===== src/sv/ips_pkg.sv =====
// Shared types, constants and codes of the injector pulse scheduler.
`default_nettype none
package ips_pkg;

  localparam int CHANNELS_DEF   = 4;
  localparam int COUNT_BITS_DEF = 25;

  localparam int OP_W    = 2;
  localparam int CH_W    = 4;
  localparam int TIME_W  = 25;
  localparam int REQ_W   = 24;
  localparam int WIDTH_W = 20;
  localparam int ERR_W   = 2;
  localparam int PINS_W  = 4;
  localparam int CFG_IDX_W  = 3;
  localparam int CFG_DATA_W = 25;

  localparam logic [OP_W-1:0] OP_TICK   = 2'd0;
  localparam logic [OP_W-1:0] OP_SCHED  = 2'd1;
  localparam logic [OP_W-1:0] OP_STOP   = 2'd2;
  localparam logic [OP_W-1:0] OP_STATUS = 2'd3;

  localparam logic [ERR_W-1:0] ERR_NONE     = 2'd0;
  localparam logic [ERR_W-1:0] ERR_REJECTED = 2'd1;
  localparam logic [ERR_W-1:0] ERR_SAFETY   = 2'd2;
  localparam logic [ERR_W-1:0] ERR_PASSED   = 2'd3;

  localparam logic [CFG_IDX_W-1:0] CFG_ENABLE = 3'd0;
  localparam logic [CFG_IDX_W-1:0] CFG_MIN_W  = 3'd1;
  localparam logic [CFG_IDX_W-1:0] CFG_MAX_W  = 3'd2;
  localparam logic [CFG_IDX_W-1:0] CFG_SAFETY = 3'd3;
  localparam logic [CFG_IDX_W-1:0] CFG_PERIOD = 3'd4;

  localparam logic [WIDTH_W-1:0] MIN_W_RST  = 20'd500;
  localparam logic [WIDTH_W-1:0] MAX_W_RST  = 20'd18000;
  localparam logic [WIDTH_W-1:0] SAFETY_RST = 20'd18000;
  localparam logic [TIME_W-1:0]  PERIOD_RST = 25'd30000000;

  typedef struct packed {
    logic [OP_W-1:0]   opcode;
    logic [CH_W-1:0]   channel;
    logic [TIME_W-1:0] start_time;
    logic [REQ_W-1:0]  pulse_width;
  } ips_in_t;

  typedef struct packed {
    logic                ok;
    logic [ERR_W-1:0]    error_code;
    logic [PINS_W-1:0]   pin_levels;
    logic                channel_active;
    logic [WIDTH_W-1:0]  channel_width;
    logic [TIME_W-1:0]   channel_last_count;
    logic [TIME_W-1:0]   current_count;
  } ips_out_t;

  typedef struct packed {
    logic                enabled;
    logic [WIDTH_W-1:0]  min_w;
    logic [WIDTH_W-1:0]  max_w;
    logic [WIDTH_W-1:0]  safety;
    logic [TIME_W-1:0]   period;
  } ips_cfg_t;

  typedef struct packed {
    logic tick;
    logic load;
    logic halt;
  } ips_cmd_t;

endpackage
`default_nettype wire


===== src/sv/ips_cfg_regs.sv =====
// Configuration register file of the injector pulse scheduler.
`default_nettype none
module ips_cfg_regs (
  input  wire logic                           clk,
  input  wire logic                           rst_n,
  input  wire logic                           wr_en,
  input  wire logic [ips_pkg::CFG_IDX_W-1:0]  wr_index,
  input  wire logic [ips_pkg::CFG_DATA_W-1:0] wr_data,
  output ips_pkg::ips_cfg_t                   cfg
);
  import ips_pkg::*;

  ips_cfg_t cfg_r;

  always_ff @(posedge clk) begin
    if (!rst_n) begin
      cfg_r.enabled <= 1'b0;
      cfg_r.min_w   <= MIN_W_RST;
      cfg_r.max_w   <= MAX_W_RST;
      cfg_r.safety  <= SAFETY_RST;
      cfg_r.period  <= PERIOD_RST;
    end else if (wr_en) begin
      unique case (wr_index)
        CFG_ENABLE: cfg_r.enabled <= wr_data[0];
        CFG_MIN_W:  cfg_r.min_w   <= wr_data[WIDTH_W-1:0];
        CFG_MAX_W:  cfg_r.max_w   <= wr_data[WIDTH_W-1:0];
        CFG_SAFETY: cfg_r.safety  <= wr_data[WIDTH_W-1:0];
        CFG_PERIOD: cfg_r.period  <= wr_data[TIME_W-1:0];
        default: begin
        end
      endcase
    end
  end

  assign cfg = cfg_r;

endmodule
`default_nettype wire


===== src/sv/ips_timebase.sv =====
// Time base counter that steps on each tick and wraps to zero at the set period.
`default_nettype none
module ips_timebase #(
  parameter int CW = ips_pkg::COUNT_BITS_DEF
) (
  input  wire logic                       clk,
  input  wire logic                       rst_n,
  input  wire logic                       tick,
  input  wire logic [ips_pkg::TIME_W-1:0] period,
  output logic [CW-1:0]                   count,
  output logic [CW-1:0]                   count_nxt,
  output logic                            wrap
);
  import ips_pkg::*;

  localparam int CMPW = (CW + 1 > TIME_W) ? CW + 1 : TIME_W;

  logic [CW-1:0] count_r;
  logic [CW:0]   inc;

  assign inc  = {1'b0, count_r} + {{CW{1'b0}}, 1'b1};
  assign wrap = CMPW'(inc) >= CMPW'(period);

  always_comb begin
    count_nxt = count_r;
    if (tick) begin
      count_nxt = wrap ? '0 : inc[CW-1:0];
    end
  end

  always_ff @(posedge clk) begin
    if (!rst_n) begin
      count_r <= '0;
    end else begin
      count_r <= count_nxt;
    end
  end

  assign count = count_r;

endmodule
`default_nettype wire


===== src/sv/ips_channel.sv =====
// One injector channel: compares, force, pin level and bookkeeping.
`default_nettype none
module ips_channel #(
  parameter int CW = ips_pkg::COUNT_BITS_DEF,
  parameter int EW = CW + 1
) (
  input  wire logic                        clk,
  input  wire logic                        rst_n,
  input  ips_pkg::ips_cmd_t                cmd,
  input  wire logic                        wrap,
  input  wire logic [CW-1:0]               count,
  input  wire logic [CW-1:0]               count_nxt,
  input  wire logic [CW-1:0]               load_start,
  input  wire logic [EW-1:0]               load_end,
  input  wire logic [ips_pkg::WIDTH_W-1:0] load_width,
  output logic                             pin_nxt,
  output logic                             active_nxt,
  output logic [ips_pkg::WIDTH_W-1:0]      width_nxt,
  output logic [CW-1:0]                    sched_nxt
);
  import ips_pkg::*;

  logic [CW-1:0]      start_r, start_nxt;
  logic [EW-1:0]      end_r, end_nxt;
  logic               forced_r, forced_nxt;
  logic               pin_r;
  logic               active_r;
  logic [WIDTH_W-1:0] width_r;
  logic [CW-1:0]      sched_r;

  always_comb begin
    start_nxt  = start_r;
    end_nxt    = end_r;
    forced_nxt = forced_r;
    pin_nxt    = pin_r;
    active_nxt = active_r;
    width_nxt  = width_r;
    sched_nxt  = sched_r;
    if (cmd.tick) begin
      if (wrap) begin
        pin_nxt = 1'b0;
      end
      if (forced_r) begin
        pin_nxt = 1'b0;
      end else begin
        if (count_nxt == start_r) begin
          pin_nxt = 1'b1;
        end
        if (EW'(count_nxt) == end_r) begin
          pin_nxt = 1'b0;
        end
      end
    end
    if (cmd.halt) begin
      forced_nxt = 1'b1;
      pin_nxt    = 1'b0;
      width_nxt  = '0;
      active_nxt = 1'b0;
    end
    if (cmd.load) begin
      start_nxt  = load_start;
      end_nxt    = load_end;
      forced_nxt = 1'b0;
      width_nxt  = load_width;
      active_nxt = 1'b1;
      sched_nxt  = count;
    end
  end

  always_ff @(posedge clk) begin
    if (!rst_n) begin
      start_r  <= '0;
      end_r    <= '0;
      forced_r <= 1'b1;
      pin_r    <= 1'b0;
      active_r <= 1'b0;
      width_r  <= '0;
      sched_r  <= '0;
    end else begin
      start_r  <= start_nxt;
      end_r    <= end_nxt;
      forced_r <= forced_nxt;
      pin_r    <= pin_nxt;
      active_r <= active_nxt;
      width_r  <= width_nxt;
      sched_r  <= sched_nxt;
    end
  end

endmodule
`default_nettype wire


===== src/sv/injector_pulse_scheduler_top.sv =====
// Top level of the injector pulse scheduler: handshake, decode and result word.
`default_nettype none
// Four-channel injector pulse generator on a shared time base that counts one
// step per tick word and wraps to zero at the programmed period. Every input
// word yields exactly one result word. The block takes one word per clock
// cycle while its input register is empty or the result register is free or
// being emptied; a word passes an input register and is resolved against the
// channel and time base registers into the result register once that
// register is free. The configuration port is always ready and must only be
// written while no word is in flight. Pins go high when the count meets a
// channel's start compare and low at its end compare, at wrap, or when the
// channel is stopped or cut by a safety fault.
module injector_pulse_scheduler_top #(
  parameter int CHANNELS   = ips_pkg::CHANNELS_DEF,
  parameter int COUNT_BITS = ips_pkg::COUNT_BITS_DEF
) (
  input  wire logic                           clk,
  input  wire logic                           rst_n,
  input  wire logic                           in_valid,
  output logic                                in_ready,
  input  ips_pkg::ips_in_t                    in_data,
  output logic                                out_valid,
  input  wire logic                           out_ready,
  output ips_pkg::ips_out_t                   out_data,
  input  wire logic                           cfg_valid,
  output logic                                cfg_ready,
  input  wire logic [ips_pkg::CFG_IDX_W-1:0]  cfg_index,
  input  wire logic [ips_pkg::CFG_DATA_W-1:0] cfg_wdata
);
  import ips_pkg::*;

  localparam int CW   = COUNT_BITS;
  localparam int EW   = ((CW > WIDTH_W) ? CW : WIDTH_W) + 1;
  localparam int XW   = (CW > TIME_W) ? CW : TIME_W;
  localparam int CIW  = (CHANNELS > 1) ? $clog2(CHANNELS) : 1;
  localparam int PW   = (CHANNELS > PINS_W) ? CHANNELS : PINS_W;

  ips_cfg_t cfg;

  logic     s1_valid_r;
  ips_in_t  s1_data_r;
  logic     out_valid_r;
  ips_out_t out_data_r;
  logic     out_free;
  logic     fire;

  logic          is_tick, ch_ok, rej, do_sched, over, passed, do_load, do_halt;
  logic [CIW-1:0] chan_idx;
  logic [CW-1:0]  count, count_nxt;
  logic           wrap;
  logic [XW-1:0]  start_x;
  logic [CW-1:0]  start_c;
  logic [REQ_W-1:0]   pw_cl;
  logic [WIDTH_W-1:0] pw_k;
  logic [EW-1:0]      end_val;

  ips_cmd_t           cmd [CHANNELS];
  logic [CHANNELS-1:0] pin_nxt, act_nxt;
  logic [WIDTH_W-1:0] width_nxt [CHANNELS];
  logic [CW-1:0]      sched_nxt [CHANNELS];

  logic [PW-1:0] pins_x;
  logic [XW-1:0] sched_x, count_x;
  ips_out_t      result;

  assign cfg_ready = 1'b1;
  assign out_free  = !out_valid_r || out_ready;
  assign in_ready  = !s1_valid_r || out_free;
  assign fire      = s1_valid_r && out_free;

  always_ff @(posedge clk) begin
    if (!rst_n) begin
      s1_valid_r <= 1'b0;
    end else if (in_ready) begin
      s1_valid_r <= in_valid;
    end
  end

  always_ff @(posedge clk) begin
    if (in_ready && in_valid) begin
      s1_data_r <= in_data;
    end
  end

  ips_cfg_regs u_cfg (
    .clk      (clk),
    .rst_n    (rst_n),
    .wr_en    (cfg_valid && cfg_ready),
    .wr_index (cfg_index),
    .wr_data  (cfg_wdata),
    .cfg      (cfg)
  );

  assign is_tick  = s1_data_r.opcode == OP_TICK;
  assign ch_ok    = 32'(s1_data_r.channel) < CHANNELS;
  assign chan_idx = ch_ok ? s1_data_r.channel[CIW-1:0] : '0;
  assign rej      = !is_tick && (!cfg.enabled || !ch_ok);

  assign start_x = XW'(s1_data_r.start_time);
  assign start_c = start_x[CW-1:0];

  always_comb begin
    priority if (s1_data_r.pulse_width < REQ_W'(cfg.min_w)) begin
      pw_cl = REQ_W'(cfg.min_w);
    end else if (s1_data_r.pulse_width > REQ_W'(cfg.max_w)) begin
      pw_cl = REQ_W'(cfg.max_w);
    end else begin
      pw_cl = s1_data_r.pulse_width;
    end
  end

  assign pw_k     = pw_cl[WIDTH_W-1:0];
  assign over     = pw_cl > REQ_W'(cfg.safety);
  assign passed   = start_c <= count;
  assign end_val  = EW'(start_c) + EW'(pw_k);
  assign do_sched = !is_tick && !rej && (s1_data_r.opcode == OP_SCHED);
  assign do_load  = do_sched && !over && !passed;
  assign do_halt  = (!is_tick && !rej && (s1_data_r.opcode == OP_STOP))
                    || (do_sched && over);

  ips_timebase #(
    .CW (CW)
  ) u_timebase (
    .clk       (clk),
    .rst_n     (rst_n),
    .tick      (fire && is_tick),
    .period    (cfg.period),
    .count     (count),
    .count_nxt (count_nxt),
    .wrap      (wrap)
  );

  for (genvar i = 0; i < CHANNELS; i++) begin : g_chan
    always_comb begin
      cmd[i].tick = fire && is_tick;
      cmd[i].load = fire && do_load && (chan_idx == CIW'(i));
      cmd[i].halt = fire && do_halt && (chan_idx == CIW'(i));
    end

    ips_channel #(
      .CW (CW),
      .EW (EW)
    ) u_channel (
      .clk        (clk),
      .rst_n      (rst_n),
      .cmd        (cmd[i]),
      .wrap       (wrap),
      .count      (count),
      .count_nxt  (count_nxt),
      .load_start (start_c),
      .load_end   (end_val),
      .load_width (pw_k),
      .pin_nxt    (pin_nxt[i]),
      .active_nxt (act_nxt[i]),
      .width_nxt  (width_nxt[i]),
      .sched_nxt  (sched_nxt[i])
    );
  end

  assign pins_x  = PW'(pin_nxt);
  assign sched_x = XW'(sched_nxt[chan_idx]);
  assign count_x = XW'(count_nxt);

  always_comb begin
    result.ok         = 1'b0;
    result.error_code = ERR_NONE;
    priority if (is_tick) begin
      result.ok = 1'b1;
    end else if (rej) begin
      result.error_code = ERR_REJECTED;
    end else if (do_sched && over) begin
      result.error_code = ERR_SAFETY;
    end else if (do_sched && passed) begin
      result.error_code = ERR_PASSED;
    end else begin
      result.ok = 1'b1;
    end
    result.pin_levels         = pins_x[PINS_W-1:0];
    result.channel_active     = ch_ok && act_nxt[chan_idx];
    result.channel_width      = ch_ok ? width_nxt[chan_idx] : '0;
    result.channel_last_count = ch_ok ? sched_x[TIME_W-1:0] : '0;
    result.current_count      = count_x[TIME_W-1:0];
  end

  always_ff @(posedge clk) begin
    if (!rst_n) begin
      out_valid_r <= 1'b0;
    end else if (fire) begin
      out_valid_r <= 1'b1;
    end else if (out_ready) begin
      out_valid_r <= 1'b0;
    end
  end

  always_ff @(posedge clk) begin
    if (fire) begin
      out_data_r <= result;
    end
  end

  assign out_valid = out_valid_r;
  assign out_data  = out_data_r;

endmodule
`default_nettype wire


===== config.mk =====
export PLATFORM = sky130hd
export DESIGN_NAME = injector_pulse_scheduler_top
export DESIGN_NICKNAME = d
export VERILOG_FILES = /design/src/sv/ips_pkg.sv /design/src/sv/ips_cfg_regs.sv /design/src/sv/ips_timebase.sv /design/src/sv/ips_channel.sv /design/src/sv/injector_pulse_scheduler_top.sv
export SDC_FILE = /design/constraint.sdc
export NUM_CORES = 2
export LEC_CHECK = 0
export BUFFER_PORTS_ARGS = -buffer_cell sky130_fd_sc_hd__buf_2
export CORE_ASPECT_RATIO = 0.75
export CORE_MARGIN = 8
export CORE_UTILIZATION = 35
export DETAILED_ROUTE_END_ITERATION = 12
export PLACE_DENSITY_LB_ADDON = 0.1
export SLEW_MARGIN = 10
export SYNTH_ARGS = -nofsm -noshare
export SYNTH_HDL_FRONTEND = slang
export SYNTH_SLANG_ARGS = --single-unit

===== constraint.sdc =====
create_clock -name clk -period 19.7 [get_ports clk]
set_input_delay 0.985 -clock clk [delete_from_list [all_inputs] [get_ports clk]]
set_output_delay 0.985 -clock clk [all_outputs]
set_load 0.01 [all_outputs]

Word-level counts from Yosys, hierarchy flattened

Cells that the tools add are included.

Add/sub/neg operators: 2
$lt $le $gt $ge: 8
Equal/unequal tests: 17
Mux-type cells: 73
Bitwise gates (word level): 1
Reduce and logical (&&, ||, !) cells: 48

Operators with widths:

| operator                                             | count |
|---|---|
| two-way mux 20 bit                                   | 10 |
| two-way mux 25 bit                                   | 8 |
| equality test 25 x 26 -> 1 bit                       | 4 |
| equality test 25 bit                                 | 4 |
| binary-select mux 25 bit (select 2 bit)              | 1 |
| greater-than comparator 24 x 20 -> 1 bit             | 2 |
| two-way mux 24 bit                                   | 2 |
| two-way mux 1 bit                                    | 47 |
| binary-select mux 20 bit (select 2 bit)              | 1 |
| adder 25 x 1 -> 26 bit (second input constant)       | 1 |
| adder 25 x 20 -> 26 bit                              | 1 |
| greater-or-equal comparator 26 x 25 -> 1 bit         | 1 |
| less-or-equal comparator 25 bit                      | 1 |
| < comparator 24 x 20 -> 1 bit                        | 1 |
| logical AND 1 bit                                    | 22 |
| AND reduction 2 bit                                  | 5 |
| nonzero test 2 bit                                   | 5 |
| logical NOT 1 bit                                    | 8 |
| equality test 2 bit (second input constant)          | 3 |
| equality test 3 x 2 -> 1 bit (second input constant) | 2 |
| two-way mux 2 bit                                    | 3 |
| equality test 2 x 1 -> 1 bit (second input constant) | 2 |
| logical NOT 2 bit                                    | 2 |
| logical OR 1 bit                                     | 4 |
| other kinds (9)                                      | 9 |

Flip-flop bits (word level): 642
Bits of input ports: 88
Output and inout bits: 81
Word-level logic and storage cells: 197

Logic depth before layout (Yosys ltp)

Depth after elaboration: 16
Gate-level depth with buffers: 28
Mapped depth without buffers: 24

Hierarchy

From an unflattened synthesis, not the netlist that was laid out.

Cells, all modules: 3109
Area, all modules: 32617.5 um^2

By module, submodules not included:

| module                       | times used | cells an instance | area an instance (um^2) | seq. area each (um^2) |
|---|---|---|---|---|
| ips_channel                  | 4          | 396               | 4302.9                  | 1981.9 |
| injector_pulse_scheduler_top | 1          | 880               | 9678.0                  | 4033.9 |
| ips_cfg_regs                 | 1          | 325               | 3368.2                  | 1721.7 |
| ips_timebase                 | 1          | 320               | 2359.8                  | 500.5 |

Least setup slack after synthesis

Ideal clock, no wire load.

Kind: input -> register
Start: input port out_ready
End: register out_data_r, in the netlist out_data[64], data pin
Setup time: 0.270 ns
Data arrival time: 6.478 ns
Data required time: 19.430 ns
Path slack: 12.952 ns
Cell stages on the path: 12
Path buffers: 4
Cell sequence: nor2b_1 > clkbuf_1 > nor2_1 > nand3_1 > nor3_1 > and3_1 > clkbuf_1 > clkbuf_1 > nor3_1 > clkbuf_1 > a22oi_1 > a31oi_1

Word-level cells in the longest chain between the ends: 9
Elaborated cells on any way between the ends: 23
Those cells by class: mux: 11; reduce/logical: 12

RTL lines:

| what                                                       | line                                | source |
|---|---|---|
| start: declaration                                         | injector_pulse_scheduler_top.sv:23  | `input wire logic out_ready,` |
| logical OR 1 bit (*)                                       | injector_pulse_scheduler_top.sv:67  | `assign out_free = !out_valid_r \|\| out_ready;` |
| logical AND 1 bit (*)                                      | injector_pulse_scheduler_top.sv:69  | `assign fire = s1_valid_r && out_free;` |
| named net fire                                             | injector_pulse_scheduler_top.sv:45  | `logic fire;` |
| logical AND 1 bit (2 in series)                            | injector_pulse_scheduler_top.sv:137 | `cmd[i].halt = fire && do_halt && (chan_idx == CIW'(i));` |
| two-way mux 20 bit                                         | ips_channel.sv:54                   | `if (cmd.halt) begin` |
| two-way mux 20 bit                                         | ips_channel.sv:60                   | `if (cmd.load) begin` |
| binary-select mux 20 bit (select 2 bit) (*)                | injector_pulse_scheduler_top.sv:180 | `result.channel_width = ch_ok ? width_nxt[chan_idx] : '0;` |
| two-way mux 20 bit (not written as such) (*) (2 in series) | injector_pulse_scheduler_top.sv:180 |  |
| end signal: assignment                                     | injector_pulse_scheduler_top.sv:197 | `out_data_r <= result;` |
| end: declaration                                           | injector_pulse_scheduler_top.sv:43  | `ips_out_t out_data_r;` |

The timed path passes the listed nets; every way through them passes the cells marked *. The select of a mux whose other input is x is not followed.
A chain may end at the register's enable or synchronous reset.

Worst setup path after layout

Start: register u_timebase.count_r[1] (netlist: u_timebase.count[1])
End: register g_chan[3].u_channel.pin_r

Word-level cells in the longest chain between the ends: 10
Elaborated cells on any way between the ends: 12
Those cells by class: add/sub: 1; order compare: 1; eq/ne: 2; mux: 8

RTL lines:

| what                                         | line               | source |
|---|---|---|
| start: declaration                           | ips_timebase.sv:18 | `logic [CW-1:0] count_r;` |
| start signal: assignment                     | ips_timebase.sv:35 | `count_r <= count_nxt;` |
| adder 25 x 1 -> 26 bit                       | ips_timebase.sv:21 | `assign inc = {1'b0, count_r} + {{CW{1'b0}}, 1'b1};` |
| greater-or-equal comparator 26 x 25 -> 1 bit | ips_timebase.sv:22 | `assign wrap = CMPW'(inc) >= CMPW'(period);` |
| two-way mux 25 bit                           | ips_timebase.sv:27 | `count_nxt = wrap ? '0 : inc[CW-1:0];` |
| two-way mux 25 bit                           | ips_timebase.sv:26 | `if (tick) begin` |
| equality test 25 bit                         | ips_channel.sv:46  | `if (count_nxt == start_r) begin` |
| two-way mux 1 bit                            | ips_channel.sv:46  |  |
| two-way mux 1 bit (*)                        | ips_channel.sv:49  | `if (EW'(count_nxt) == end_r) begin` |
| two-way mux 1 bit (*)                        | ips_channel.sv:43  | `if (forced_r) begin` |
| two-way mux 1 bit (*)                        | ips_channel.sv:39  | `if (cmd.tick) begin` |
| two-way mux 1 bit (*)                        | ips_channel.sv:54  |  |
| named net g_chan[3].u_channel.pin_nxt        | ips_channel.sv:16  | `output logic pin_nxt,` |
| end signal: assignment                       | ips_channel.sv:83  | `pin_r <= pin_nxt;` |
| end: declaration                             | ips_channel.sv:26  | `logic pin_r;` |

The timed path passes the listed nets; every way through them passes the cells marked *.

==> flow_metrics.py <==
metrics = {
    "power_and_ir_drop": {
        "p_per_area_mw_per_mm2": 78.11,
        "power_leakage_nw": 14.53,
        "vdd_ir_drop_max_uv": 48.59,
    },
    "sta": {
        "max_slew_margin": 0.05390,
        "slew_viol_final": 0,
        "worst_slew_pin_slew_ns": 1.407,
        "hold_viol": 0,
        "timing.final.crit_share": 0.4431,
        "rsz0062_at_grt": "false",
        "setup_violations": 0,
        "fin_setup_tns_ns": 0,
        "fmax_mhz": 114.6,
        "setup_ws_ns": 10.97,
        "fin_skew_ns": 0.02328,
        "post-route-min-period_ns": 8.728,
    },
    "route": {
        "drc": 0,
        "wl_per_cell_um": 28.60,
        "drt_iter0_markers": 4353,
        "antenna_left": 0,
        "vias_per_cell": 5.847,
        "drt_wl_total_um": 161600,
        "drt_pass1_iterations": 6,
        "dr_total_vias": 33030,
    },
    "place": {
        "dpl.cell_count": 5508,
        "pre_cts_slack_ns": 11.25,
        "dp_hpwl_um": 110800,
        "io_buffers": 167,
        "place_congestion": 1.007,
        "postPlaceCellArea_mm2": 0.03717,
    },
    "global_routing": {
        "grt_pass1_vias": 30360,
        "use_met2": 0.3891,
        "antenna_found_initial": 12,
        "grt_max_degree": 138,
        "grtUsageMet3": 0.07950,
        "grt_overflow": 0,
        "busiest_layer": "met1",
        "grt_first_pass_wirelength_um": 227900,
        "gr-usage-met1": 0.4247,
        "grt_use_total": 0.2847,
    },
    "synth": {
        "netlist_instances": 4185,
        "synth.area.top_cells": "dfxtp_1, edfxtp_1, nand2_1, a21boi_0, ha_1",
        "syn-cell-area_mm2": 0.03465,
        "synth_edf_count": 133,
        "ys_types": 92,
        "synth_top_area_share": 0.2940,
        "avgSynthCellArea_um2": 8.280,
        "synth.ff_latch_count": 642,
        "synth-seq-area-share": 0.4093,
        "yosys.area.top_type": "dfxtp_1",
        "yosysWarnings": 0,
        "synth_nets": 4404,
        "async_flop_share": 0,
        "synthFlopType": "dfxtp_1",
    },
    "clock_tree": {
        "h-tree-depth": 3,
        "cts_hold_buffers": 0,
        "cts_buffers": 74,
        "clock_latency_ns": 0.67,
        "clockBufferDepth": 3,
        "cts.sinks": 642,
        "path_clk_slew_ns": 0.06,
        "cts_tree": "built",
        "cts_resized": 0,
        "cts_root_buf": "clkbuf_16",
        "cts_setup_buffers": 0,
    },
    "worst_setup_path": {
        "critPathKind": "flop to flop",
        "crit_arrival_ns": 9.35,
        "rrSetupSlack_ns": 10.97,
        "required_ns": 20.32,
        "cp-end-kind": "flop",
        "cp-start-kind": "flop",
        "cp_max_fo": 29,
    },
    "floorplanning": {
        "die_h_um": 288.5,
        "rows": 100,
        "dieArea_mm2": 0.1094,
        "die_x_um": 379.3,
        "start_util": 0.3510,
        "ios": 169,
        "core_mm2": 0.09872,
    },
    "worst_hold_path": {
        "worst_hold_path_type": "flop to flop",
    },
    "cells_and_area": {
        "area_delta_synth_final_pct": 14.50,
        "finalNetCount": 4477,
        "fin_cells": 5649,
        "drive_gt1_frac": 0.1086,
        "fin_area_mm2": 0.03968,
    },
    "status": {
        "status": "complete, no violations",
    },
    "flow_run": {
        "cap_violations": 0,
    },
}
through the flow:
step           power [mW]  hold slack [ns]  utilization
2_1_floorplan       1.545           0.4381            -
3_3_place_gp        1.675           0.4512       0.3765
5_1_grt             3.201           0.4473       0.4019
3_5_place_dp        1.674           0.4576       0.3765
6_report            3.099           0.4644       0.4019
4_1_cts             3.126           0.4343       0.4019
layer usage:
layer | share of wire | routed length, um
met5 | 0.00011 | 18
met4 | 0.036 | 5767
met3 | 0.11 | 17870
met2 | 0.39 | 63010
met1 | 0.46 | 74920
layout by cell type (no fill, tap or decap), drive strengths merged, types with 8 or more instances in the layout:
| cell type | n |
|---|---|
| a21o | 32 |
| nor4 | 46 |
| nand2b | 13 |
| inv | 174 |
| o21ai | 126 |
| o31ai | 19 |
| or3 | 23 |
| xor2 | 38 |
| nor2b | 42 |
| a21oi | 167 |
| o21a | 11 |
| or4 | 11 |
| xnor2 | 83 |
| a2111oi | 12 |
| dfxtp | 509 |
| nand4 | 62 |
| clkbuf | 99 |
| a22oi | 70 |
| o221ai | 12 |
| clkinv | 27 |
| a32oi | 9 |
| and2 | 33 |
| ha | 130 |
| nor3 | 65 |
| a21boi | 396 |
| nor2 | 114 |
| nand3 | 152 |
| o211ai | 43 |
| and3 | 26 |
| o2111ai | 9 |
| nand2 | 957 |
| a222oi | 9 |
| a211oi | 18 |
| a221oi | 31 |
| edfxtp | 133 |
| buf | 301 |
| and4 | 8 |
| mux2i | 73 |
| o22ai | 46 |
| a31oi | 53 |
registers in the layout, indices dropped and copies added, names as in the netlist:
signal and count:
g_chan.u_channel.width_r 80, g_chan.u_channel.start_r 100, out_valid 1, u_cfg.cfg 86
s1_valid_r 1, start_c 25, g_chan.u_channel.sched_r 100, u_timebase.count 25
g_chan.u_channel.pin_r 4, s1_data_r 30, g_chan.u_channel.forced_r 4, g_chan.u_channel.end_r 104
g_chan.u_channel.active_r 4, out_data 78
logic make-up after synthesis:
family | synth area share
muxes | 0.02239
other | 0.0001082
adders and majority gates | 0.04752
and+or+nand+nor | 0.2024
xor gates and xnor gates | 0.03058
AOI/OAI and AO/OA | 0.2351
buffers and inverters | 0.05261
DFF | 0.4093
cell type report:
| class | instances | area (um^2) |
|---|---|---|
| sequential | 642 | 14180 |
| clock inverter | 39 | 464.2 |
| clock buffer | 99 | 2038 |
| timing repair buffer | 301 | 1852 |
| antenna | 3 | 7.507 |
| tap | 1326 | 1659 |
| multi-input combinational | 3063 | 18810 |
| inverter | 176 | 660.6 |
| fill | 10010 | 59040 |
critical path: stages (launching register included):
cell and delay (ns):
dfxtp_1 0.73, ha_1 0.60, nand4_1 0.47, o21ai_0 0.35
and2_1 0.51, inv_1 0.18, ha_1 0.23, a211oi_1 0.31
nand2_1 0.09, o31ai_1 0.73, a311o_1 0.28, buf_4 0.50
nand2_1 0.53, buf_4 0.38, o22a_1 0.50, a21oi_1 0.38
nand4_1 0.13, o31ai_1 1.17, a41o_1 0.41, and2_1 0.14
synthesized netlist by cell type, types with 32 or more instances:
master    number
nand2_1      957
dfxtp_1      509
a21boi_0     396
clkbuf_1     261
inv_1        171
a21oi_1      167
nand3_1      151
edfxtp_1     133
ha_1         130
o21ai_0      125
nor2_1       114
xnor2_1       83
mux2i_1       73
a22oi_1       69
nor3_1        64
nand4_1       61
a31oi_1       53
o22ai_1       46
nor4_1        45
o211ai_1      43
nor2b_1       42
xor2_1        38
a21o_1        32
power by group:
part	total (mW)	switching, mW	internal (mW)
Combinational	0.278	0.191	0.0874
Clock	1.45	0.617	0.829
Sequential	1.38	0.0154	1.36
path summary, 6_finish.rpt:
check / to / depth (start not counted) / start
max: g_chan[3].u_channel.pin_r / 19 / u_timebase.count[1]
min: g_chan[3].u_channel.sched_r[15] / 2 / g_chan[3].u_channel.sched_r[15]
max reg2reg: g_chan[3].u_channel.pin_r / 19 / u_timebase.count[1]
min reg2reg: g_chan[3].u_channel.sched_r[15] / 2 / g_chan[3].u_channel.sched_r[15]
No activity file was read; power rests on OpenSTA's default activity.
